$ cat src/hw/rtl/crcdf_pkg.sv
// Shared codes and constants of the CRC-16 packet deframer.
package crcdf_pkg;

	localparam int TIMEOUT_W = 16;
	localparam logic [TIMEOUT_W-1:0] TIMEOUT_RESET = 16'd1000;

	localparam logic [7:0]  FRAME_START = 8'h02;
	localparam logic [7:0]  FRAME_END   = 8'h03;
	localparam logic [7:0]  LONG_START  = 8'h03;
	localparam logic [15:0] CRC_POLY    = 16'h1021;

	// request operation codes
	localparam logic OP_BYTE = 1'b0;
	localparam logic OP_TICK = 1'b1;

	// result kinds
	localparam logic KIND_PAYLOAD = 1'b0;
	localparam logic KIND_STATUS  = 1'b1;

	typedef enum logic [2:0] {
		ST_OK      = 3'd0,
		ST_CRC     = 3'd1,
		ST_LONG    = 3'd2,
		ST_START   = 3'd3,
		ST_END     = 3'd4,
		ST_TIMEOUT = 3'd5
	} status_t;

endpackage

$ cat src/hw/rtl/crcdf_crc_byte.sv
// CRC-16/XMODEM update over one byte, MSB first.
module crcdf_crc_byte (
	input  logic [15:0] crc_in,
	input  logic [7:0]  data,
	output logic [15:0] crc_out
);
	import crcdf_pkg::*;

	always_comb begin
		logic [15:0] c;
		c = crc_in ^ {data, 8'h00};
		for (int i = 0; i < 8; i++) begin
			if (c[15]) begin
				c = {c[14:0], 1'b0} ^ CRC_POLY;
			end else begin
				c = {c[14:0], 1'b0};
			end
		end
		crc_out = c;
	end

endmodule

$ cat src/hw/rtl/crc16_packet_deframer.sv
// Top level of the serial packet deframer with CRC-16/XMODEM check.
//
// Receive-side deframer for frames of the form: start byte 0x02, length L,
// L payload bytes, big-endian CRC-16/XMODEM over the payload, end byte 0x03.
// Each request on the input is either a received byte (operation 0) or one
// time tick (operation 1). Payload bytes are passed out as they arrive
// (kind 0); when a frame ends a single status result follows (kind 1) with
// the declared length. Status: 0 ok, 1 CRC mismatch, 2 long frame (start
// byte 0x03, length 0), 3 invalid start byte (length 0), 4 bad end byte
// (beats a CRC mismatch), 5 timeout. Any non-ok status means the payload
// already delivered must be dropped. Bad start bytes resync immediately.
// The tick counter runs only inside a frame, saturates, and fires status 5
// once it reaches timeout_ticks; writing zero disables the timeout. A new
// limit written mid-frame is used from the next tick on.
// Rate: one request per clock cycle sustained while no result is blocked. A request
// is taken into the input register, where the phase step and the byte-wide CRC
// update are done, and its result (if any) is then registered in the output
// register. The input stalls only when a result must be written while the
// output register is still held.
// Configuration: cfg_we/cfg_wdata write timeout_ticks (reset 1000); write it
// only while no frame is in progress.
module crc16_packet_deframer #(
	parameter int TICK_COUNTER_WIDTH = 16
) (
	input  logic                            clk,
	input  logic                            arst_n,
	// request channel
	input  logic                            in_valid,
	output logic                            in_ready,
	input  logic                            operation,
	input  logic [7:0]                      rx_byte,
	// result channel
	output logic                            out_valid,
	input  logic                            out_ready,
	output logic                            kind,
	output logic [7:0]                      payload_byte,
	output logic [2:0]                      status,
	output logic [7:0]                      frame_length,
	// configuration
	input  logic                            cfg_we,
	input  logic [crcdf_pkg::TIMEOUT_W-1:0] cfg_wdata
);
	import crcdf_pkg::*;

	localparam int CMP_W = (TICK_COUNTER_WIDTH > TIMEOUT_W) ? TICK_COUNTER_WIDTH : TIMEOUT_W;

	typedef enum logic [2:0] {
		PH_IDLE    = 3'd0,
		PH_LEN     = 3'd1,
		PH_PAYLOAD = 3'd2,
		PH_CRC_HI  = 3'd3,
		PH_CRC_LO  = 3'd4,
		PH_END     = 3'd5
	} phase_t;

	// input register
	logic       valid_s1;
	logic       op_s1;
	logic [7:0] byte_s1;

	// frame state
	phase_t                        phase_q, phase_n;
	logic [7:0]                    decl_len_q, decl_len_n;
	logic [7:0]                    left_q, left_n;
	logic [15:0]                   crc_q, crc_n;
	logic [15:0]                   rx_crc_q, rx_crc_n;
	logic [TICK_COUNTER_WIDTH-1:0] elapsed_q, elapsed_n, elapsed_inc;
	logic [TIMEOUT_W-1:0]          timeout_q;

	// output register
	logic       out_valid_q;
	logic       kind_q;
	logic [7:0] payload_q;
	logic [2:0] status_q;
	logic [7:0] len_q;

	// result of the request in the input register
	logic       res_vld;
	logic       res_kind;
	logic [7:0] res_pay;
	status_t    res_st;
	logic [7:0] res_len;

	logic        advance;
	logic [15:0] crc_upd;

	crcdf_crc_byte u_crc (
		.crc_in  (crc_q),
		.data    (byte_s1),
		.crc_out (crc_upd)
	);

	assign elapsed_inc = (&elapsed_q) ? elapsed_q : elapsed_q + TICK_COUNTER_WIDTH'(1);

	always_comb begin
		phase_n    = phase_q;
		decl_len_n = decl_len_q;
		left_n     = left_q;
		crc_n      = crc_q;
		rx_crc_n   = rx_crc_q;
		elapsed_n  = elapsed_q;
		res_vld    = 1'b0;
		res_kind   = KIND_STATUS;
		res_pay    = 8'h00;
		res_st     = ST_OK;
		res_len    = 8'h00;
		if (op_s1 == OP_TICK) begin
			if (phase_q != PH_IDLE) begin
				elapsed_n = elapsed_inc;
				if (timeout_q != '0 && CMP_W'(elapsed_inc) >= CMP_W'(timeout_q)) begin
					phase_n   = PH_IDLE;
					elapsed_n = '0;
					res_vld   = 1'b1;
					res_st    = ST_TIMEOUT;
					res_len   = decl_len_q;
				end
			end
		end else begin
			unique case (phase_q)
				PH_IDLE: begin
					if (byte_s1 == FRAME_START) begin
						phase_n    = PH_LEN;
						decl_len_n = 8'h00;
						left_n     = 8'h00;
						crc_n      = 16'h0000;
						rx_crc_n   = 16'h0000;
						elapsed_n  = '0;
					end else begin
						res_vld = 1'b1;
						res_st  = (byte_s1 == LONG_START) ? ST_LONG : ST_START;
					end
				end
				PH_LEN: begin
					decl_len_n = byte_s1;
					left_n     = byte_s1;
					phase_n    = (byte_s1 == 8'h00) ? PH_CRC_HI : PH_PAYLOAD;
				end
				PH_PAYLOAD: begin
					crc_n    = crc_upd;
					left_n   = left_q - 8'd1;
					if (left_q == 8'd1) begin
						phase_n = PH_CRC_HI;
					end
					res_vld  = 1'b1;
					res_kind = KIND_PAYLOAD;
					res_pay  = byte_s1;
				end
				PH_CRC_HI: begin
					rx_crc_n = {byte_s1, 8'h00};
					phase_n  = PH_CRC_LO;
				end
				PH_CRC_LO: begin
					rx_crc_n = {rx_crc_q[15:8], byte_s1};
					phase_n  = PH_END;
				end
				PH_END: begin
					phase_n   = PH_IDLE;
					elapsed_n = '0;
					res_vld   = 1'b1;
					res_len   = decl_len_q;
					if (byte_s1 != FRAME_END) begin
						res_st = ST_END;
					end else begin
						res_st = (crc_q == rx_crc_q) ? ST_OK : ST_CRC;
					end
				end
				default: begin
					phase_n   = PH_IDLE;
					elapsed_n = '0;
				end
			endcase
		end
	end

	// the request in the input register retires unless its result is blocked
	assign advance  = valid_s1 && (!res_vld || !out_valid_q || out_ready);
	assign in_ready = !valid_s1 || advance;

	always_ff @(posedge clk or negedge arst_n) begin
		if (!arst_n) begin
			valid_s1 <= 1'b0;
		end else if (in_ready) begin
			valid_s1 <= in_valid;
		end
	end

	always_ff @(posedge clk) begin
		if (in_ready && in_valid) begin
			op_s1   <= operation;
			byte_s1 <= rx_byte;
		end
	end

	always_ff @(posedge clk or negedge arst_n) begin
		if (!arst_n) begin
			timeout_q <= TIMEOUT_RESET;
		end else if (cfg_we) begin
			timeout_q <= cfg_wdata;
		end
	end

	// frame state and output register
	always_ff @(posedge clk or negedge arst_n) begin
		if (!arst_n) begin
			phase_q     <= PH_IDLE;
			decl_len_q  <= 8'h00;
			left_q      <= 8'h00;
			crc_q       <= 16'h0000;
			rx_crc_q    <= 16'h0000;
			elapsed_q   <= '0;
			out_valid_q <= 1'b0;
		end else begin
			if (advance) begin
				phase_q    <= phase_n;
				decl_len_q <= decl_len_n;
				left_q     <= left_n;
				crc_q      <= crc_n;
				rx_crc_q   <= rx_crc_n;
				elapsed_q  <= elapsed_n;
			end
			if (advance && res_vld) begin
				out_valid_q <= 1'b1;
			end else if (out_ready) begin
				out_valid_q <= 1'b0;
			end
		end
	end

	always_ff @(posedge clk) begin
		if (advance && res_vld) begin
			kind_q    <= res_kind;
			payload_q <= res_pay;
			status_q  <= res_st;
			len_q     <= res_len;
		end
	end

	assign out_valid    = out_valid_q;
	assign kind         = kind_q;
	assign payload_byte = payload_q;
	assign status       = status_q;
	assign frame_length = len_q;

endmodule

$ cat config.mk
export PLATFORM = sky130hd
export DESIGN_NAME = crc16_packet_deframer
export DESIGN_NICKNAME = d
export VERILOG_FILES = /design/src/hw/rtl/crcdf_pkg.sv /design/src/hw/rtl/crcdf_crc_byte.sv /design/src/hw/rtl/crc16_packet_deframer.sv
export SDC_FILE = /design/constraint.sdc
export NUM_CORES = 1
export LEC_CHECK = 0
export ABC_AREA = 1
export BUFFER_PORTS_ARGS = -buffer_cell sky130_fd_sc_hd__buf_2
export CAP_MARGIN = 20
export CORE_ASPECT_RATIO = 1.2
export CORE_MARGIN = 2
export CORE_UTILIZATION = 40
export CTS_CLUSTER_SIZE = 28
export DETAILED_ROUTE_END_ITERATION = 10
export HOLD_SLACK_MARGIN = 0.06
export PLACE_DENSITY = 0.55
export SLEW_MARGIN = 40
export SYNTH_ARGS = -nofsm -noshare
export SYNTH_HDL_FRONTEND = slang
export SYNTH_SLANG_ARGS = --single-unit
export TNS_END_PERCENT = 5
$ cat constraint.sdc
create_clock -name clk -period 10.8 [get_ports clk]
set_input_delay 0 -clock clk [delete_from_list [all_inputs] [get_ports clk]]
set_output_delay 0 -clock clk [all_outputs]
set_load 0.02 [all_outputs]
== Word level (Yosys, flattened, before mapping) ==
Index checks and enable logic that the tools add are counted.

* $add $sub $neg: 2
* Multiply operators: 0
* Divide/modulo/power cells: 0
* Magnitude comparators: 1
* Equal/unequal tests: 16
* Shift-type cells: 0
* Muxes and demuxes: 46
* Bitwise logic cells: 12
* Reduce and logical (&&, ||, !) cells: 31

{| class="wikitable"
|+ Operators with widths
! kind !! count
|-
| 13-bit 2-to-1 mux || 8
|-
| 16-bit 2-to-1 mux || 5
|-
| 16-bit case mux with 2 select lines || 2
|-
| 16-bit case mux with 3 select lines || 1
|-
| 8-bit 2-to-1 mux || 5
|-
| 3-bit 2-to-1 mux || 9
|-
| 3-bit NOT || 8
|-
| 8-bit case mux with 3 select lines || 1
|-
| 4-bit AND reduction || 5
|-
| 16-bit by 1-bit adder with 16-bit output, second input constant || 1
|-
| 16-bit equality test || 1
|-
| 8-bit by 2-bit equality test with 1-bit output, second input constant || 2
|-
| 16-bit >= comparator || 1
|-
| 8-bit case mux with 2 select lines || 1
|-
| 16-bit AND reduction || 1
|-
| 16-bit nonzero test || 1
|-
| 16-bit bitwise XOR || 1
|-
| 3-bit case mux with 5 select lines || 1
|-
| 1-bit 2-to-1 mux || 10
|-
| 5-bit AND reduction || 2
|-
| 3-bit nonzero test || 3
|-
| 8-bit by 1-bit equality test with 1-bit output, second input constant || 1
|-
| 8-bit logical NOT || 1
|-
| 8-bit by 2-bit inequality test with 1-bit output, second input constant || 1
|-
| other kinds (18) || 36
|}

* Register bits: 114
* Bits in latches: 0
* Bits in writable memories: 0
* ROM bits: 0
* Output and inout bits: 22
* Word-level logic and storage cells: 124
* Memories kept: 0

== Logic depth before layout (Yosys ltp) ==
* Depth in word-level cells: 18
* Gate-level depth with buffers: 27

== Cells and area by module ==
Synthesis repeated with hierarchy kept, for this count alone.

* Cell total of the unflattened synthesis: 895
* Area total of the unflattened synthesis: 6723.9 µm²

{| class="wikitable"
|+ By module, submodules not included
! module !! instances !! cells an instance !! area an instance (µm²)
|-
| crc16_packet_deframer || 1 || 780 || 6234.7
|-
| crcdf_crc_byte || 1 || 115 || 489.2
|}

== Least setup slack after synthesis ==
OpenSTA, ideal clock, no wires.

* Path kind: reg-to-reg
* From: register elapsed_q[0]
* To: register len_q[0] (netlist: frame_length[0]) (enable)
* Library setup time: 375 ps
* Arrival: 3207 ps
* Data required time: 10425 ps
* Slack: 7218 ps
* Cell stages (with the launch flop): 24
* Cell sequence: dfrtp_1 > ha_1 > nand2_1 > nor2_1 > nand2_1 > nor2_1 > clkbuf_1 > a21oi_1 > inv_1 > ha_1 > nand2_1 > inv_1 > nand2_1 > nand2_1 > nor2_1 > nand2_1 > nand2_1 > nand2_1 > nand3_1 > nand2_2 > a21oi_4 > buf_4 > nand2_1 > inv_1

* Word-level cells in the longest chain between the ends: 12

{| class="wikitable"
|+ RTL lines
! element !! RTL line !! RTL
|-
| start: declaration || crc16_packet_deframer.sv:67 || <nowiki>logic [TICK_COUNTER_WIDTH-1:0] elapsed_q, elapsed_n, elapsed_inc;</nowiki>
|-
| start signal: assignment || crc16_packet_deframer.sv:219 || <nowiki>elapsed_q <= elapsed_n;</nowiki>
|-
| 16-bit by 1-bit adder with 16-bit output or 16-bit AND reduction (tied branches) || crc16_packet_deframer.sv:93 || <nowiki>assign elapsed_inc = (&elapsed_q) ? elapsed_q : elapsed_q + TICK_COUNTER_WIDTH'(1);</nowiki>
|-
| 16-bit 2-to-1 mux * || crc16_packet_deframer.sv:93 ||
|-
| 16-bit >= comparator * || crc16_packet_deframer.sv:110 || <nowiki>if (timeout_q != '0 && CMP_W'(elapsed_inc) >= CMP_W'(timeout_q)) begin</nowiki>
|-
| 1-bit logical AND * || crc16_packet_deframer.sv:110 ||
|-
| 1-bit 2-to-1 mux * || crc16_packet_deframer.sv:110 ||
|-
| 1-bit 2-to-1 mux * || crc16_packet_deframer.sv:108 || <nowiki>if (phase_q != PH_IDLE) begin</nowiki>
|-
| 1-bit 2-to-1 mux * || crc16_packet_deframer.sv:107 || <nowiki>if (op_s1 == OP_TICK) begin</nowiki>
|-
| 1-bit logical NOT || crc16_packet_deframer.sv:176 || <nowiki>assign advance = valid_s1 && (!res_vld || !out_valid_q || out_ready);</nowiki>
|-
| 1-bit logical OR (2 in a row) || crc16_packet_deframer.sv:176 ||
|-
| 1-bit logical AND || crc16_packet_deframer.sv:176 ||
|-
| 1-bit logical AND * || crc16_packet_deframer.sv:230 || <nowiki>if (advance && res_vld) begin</nowiki>
|-
| end signal: assignment || crc16_packet_deframer.sv:234 || <nowiki>len_q <= res_len;</nowiki>
|-
| end: declaration || crc16_packet_deframer.sv:75 || <nowiki>logic [7:0] len_q;</nowiki>
|}

Mark *: on every way between the ends. The rest lies on a longest branch, timed or not.
A chain may end at the register's enable or synchronous reset.

== Worst setup path in the final report ==
* From: register elapsed_q[0]
* To: register rx_crc_q[14]

* Word-level cells in the longest chain between the ends: 12

{| class="wikitable"
|+ RTL lines
! element !! RTL line !! RTL
|-
| 16-bit by 1-bit adder with 16-bit output or 16-bit AND reduction (tied branches) || crc16_packet_deframer.sv:93 ||
|-
| 16-bit 2-to-1 mux * || crc16_packet_deframer.sv:93 ||
|-
| 16-bit >= comparator * || crc16_packet_deframer.sv:110 ||
|-
| 1-bit logical AND * || crc16_packet_deframer.sv:110 ||
|-
| 1-bit 2-to-1 mux * || crc16_packet_deframer.sv:110 ||
|-
| 1-bit 2-to-1 mux * || crc16_packet_deframer.sv:108 ||
|-
| 1-bit 2-to-1 mux * || crc16_packet_deframer.sv:107 ||
|-
| 1-bit logical NOT * || crc16_packet_deframer.sv:176 ||
|-
| 1-bit logical OR * (2 in a row) || crc16_packet_deframer.sv:176 ||
|-
| 1-bit logical AND * || crc16_packet_deframer.sv:176 ||
|-
| 5-bit AND reduction (no line) * || -- ||
|-
| end signal: assignment || crc16_packet_deframer.sv:218 || <nowiki>rx_crc_q <= rx_crc_n;</nowiki>
|-
| end: declaration || crc16_packet_deframer.sv:66 || <nowiki>logic [15:0] rx_crc_q, rx_crc_n;</nowiki>
|}

Marks and branches as above.

==> summary.md <==
| Metric | Value |
|---|---|
| Type of the tightest min-delay check | `in -> async` |
| Crit-path most repeated cell | `nand2_1` |
| Vias in the first global route | `5946` |
| R2r setup slk | `6.70 ns` |
| Post-route DRC | `0` |
| Critical Path RT | `11.10 ns` |
| Main area contributors after synthesis | `dfrtp_1, edfxtp_1, nand2_1, nand4_1, nor2_1` |
| Die W | `about 120 um` |
| Nets | `962` |
| Most frequent cells in the layout | `nand2_1, nor2_1, inv_1` |
| Yosys top cell area share | `0.305` |
| Crit Path Max Fanout | `69` |
| Total Neg Setup Slack | `0 ns` |
| Area of the multi-input gates | `2980 um2` |
| Clock Sinks | `114` |
| Starting Density | `0.412` |
| Synthesized netlist net count | `870` |
| Fin. Hold Viols | `0` |
| Cell variety after synth | `36` |
| Setup Buffers After CTS | `0` |
| Antenna violations before repair | `0` |
| Slowest CP cell | `buf_4` |
| Seq. cell area | `3010 um2` |
| Minimum clock period | `4.10 ns` |
| Clk buf depth | `2` |
| GR Overflow Total | `0` |
| Num ports | `52` |
| PD cells | `237 nW/um2` |
| Area added between synthesis and finish | `23.1%` |
| Worst slew margin | `0.513` |
| Flip-flop and latch count after synthesis | `114` |
| Buffers and inverters on the worst path | `3` |
| Post-synth EDFFs | `29` |
| Leakage | `3.96 nW` |
| WS Path Type | `reg -> reg` |
| Final Max Tran Viols | `0` |
| Largest net degree at the start of global routing | `70` |
| Post-Synthesis Cells | `821` |
| Main flop type after synthesis | `dfrtp_1` |
| Fin crit share | `0.380` |
| DIE AREA | `about 17000 um2` |
| Clock slew at reported path FFs | `0.05 ns` |
| Post-synth ARST share | `0.746` |
| Antenna-violating nets left | `0` |
| Max incr delay on CP | `0.58 ns` |
| Clock skew | `~0.011 ns` |
| VDD IR-drop max | `roughly 0.00010 V` |
| DR iter-0 viols | `between 300 and 400` |
| Routed WL | `approximately 18000 um` |
| Global-route wire length before repair | `29600 um` |
| Post-synthesis sequential area ratio | `0.464` |
| Core Region | `approximately 16000 um2` |
| Total CTS buffers | `17` |
| Die Ht | `approximately 140 um` |
| First-pass DRT Iterations | `5` |
| Total Power | `between 1.5 and 2 mW` |
| CP Launch Type | `flop` |
| Critical path capture point type | `flop` |
| Fill cells | `1493` |
| Critical path's top delay family | `simple AND/OR/NAND/NOR gates` |
| Status | `completed` |
| Detailed-route wire length per cell | `15.9 um` |
| Worst path cell trace | `ha_1 -> nand2_1 -> nor2_1 -> nand2_1 -> nor2_2 -> inv_1 -> o21ai_0 -> inv_1 -> ha_1 -> nand2_1 -> nand2_1 -> nand2_1 -> nand2_1 -> nand2_1 -> nand2_1 -> nand2_1 -> nand2_1 -> nand3_1 -> nand2_2 -> a21oi_4 -> buf_4 -> nand2_2 -> nand2_1 -> nand2_1` |
| Commonest non-fill, non-tap cell in the layout | `nand2_1` |
| Syn avg cell area | `about 7.9 um2` |
| Synth warnings | `0` |
| Clk_lat worst skew | `0.42 ns` |
| Yosys top cell by area | `dfrtp_1` |
| Number of buffers added on ports | `about 50` |
| Vias post-DR | `5836` |
| GPL Wtd Cong | `0.882` |
| TritonCTS clock tree | `built` |
| Resized Gates After CTS | `0` |
| Final Setup Violations | `0` |
| Hold-fix buffers at CTS | `46` |
| Fmax | `0.244 GHz` |
| H-tree depth | `4` |
| Hpwl dp | `around 12000 um` |
| Mapped cell area | `~6500 um2` |
| Worst EP arrival | `4.40 ns` |
| Max-cap violations | `0` |
| Vias per cell | `5.15` |
| Gr usage total | `0.222` |
| Share of layout cells above drive strength 1 | `0.135` |
| Unrepaired setup endpoints after global routing | `no` |
| Root Driver | `clkbuf_16` |
| # diodes | `0` |
| Rows | `50` |
| Worst Tran Pin Value | `0.730 ns` |
[cell usage after synthesis (14+ instances only)]
cell	n
a21oi_1	29
clkbuf_1	17
dfrtp_1	79
edfxtp_1	29
ha_1	19
inv_1	80
inv_2	17
nand2_1	215
nand3_1	25
nand4_1	70
nor2_1	105
o21ai_0	32
xnor2_1	26
xor2_1	14
[logic make-up (layout without fill, tap and decap cells)]
family	after synthesis	after routing	share of synthesized area
AND/OR/NAND/NOR	446	446	0.304
buffers and inverters	127	232	0.0766
flip-flops	114	114	0.464
AO/OA/AOI/OAI	74	74	0.0628
XOR/XNOR	40	40	0.0541
adder cells (fa/ha/maj)	19	19	0.0367
multiplexers	1	1	0.00174
[worst paths after layout]
| path | startpoint | to | depth (start not counted) |
|---|---|---|---|
| worst max register to register | elapsed_q[0] | rx_crc_q[14] | 24 |
| worst min register to register | decl_len_q[2] | decl_len_q[2] | 2 |
| worst min-delay path | arst_n | decl_len_q[5] | 2 |
| min in group clk | cfg_we | timeout_q[3] | 2 |
| max in group asynchronous | arst_n | elapsed_q[4] | 3 |
| worst max-delay path | elapsed_q[0] | rx_crc_q[14] | 24 |
[sequential cells by signal, indices dropped and copies added (netlist names)]
signal	flops
decl_len_q	8
timeout_q	16
rx_crc_q	16
valid_s1	1
frame_length	8
kind	1
op_s1	1
byte_s1	8
out_valid	1
payload_byte	8
phase_q	3
crc_q	16
status	3
left_q	8
elapsed_q	16
[power by group]
group          total (mW)  leakage [nW]  internal, mW  switching (mW)
logic               0.687          2.27         0.222           0.465
registers           0.622          1.41         0.538          0.0848
clock network       0.583         0.287         0.384           0.199
[layer usage]
layer | wire length, um | vias to the layer above | global-route usage
met1 | 7520 | 2772 | 0.254
li1 | - | 2880 | -
met5 | 0 | - | 0
met4 | 383 | 0 | 0.100
met2 | 9520 | 151 | 0.405
met3 | 641 | 33 | 0.0389
[through the flow]
stage                     utilization  cell area [um2]  worst slack, ns  cells  hold slack, ns
after global routing            0.508             7970             6.12   1134           0.110
after CTS                       0.507             7960             6.49   1134          0.0605
final                           0.508             7970             6.70   1134          0.0773
after floorplan                     -             6470             7.22    821          -0.296
after global placement          0.439             6900             6.60   1056         -0.0190
after detailed placement        0.439             6900             6.51   1056         -0.0135
[cell type report]
type	instances	share of cell area
inverters	99	0.0466
clock buffers	21	0.0553
repair buffers	101	0.0939
multi-input cells	580	0.374
flip-flops and latches	114	0.377
well taps	208	0.0327
clock inverters	11	0.0204
[worst reg2reg max path: cells and delay by family (launching register included)]
family	cells	cell delay, ns
AO/OA/AOI/OAI	2	0.35
adder cells (fa/ha/maj)	2	0.52
buffers and inverters	3	0.73
flip-flops	1	0.46
AND/OR/NAND/NOR	17	1.93
Note: power is estimated with default switching activity, not from simulation.
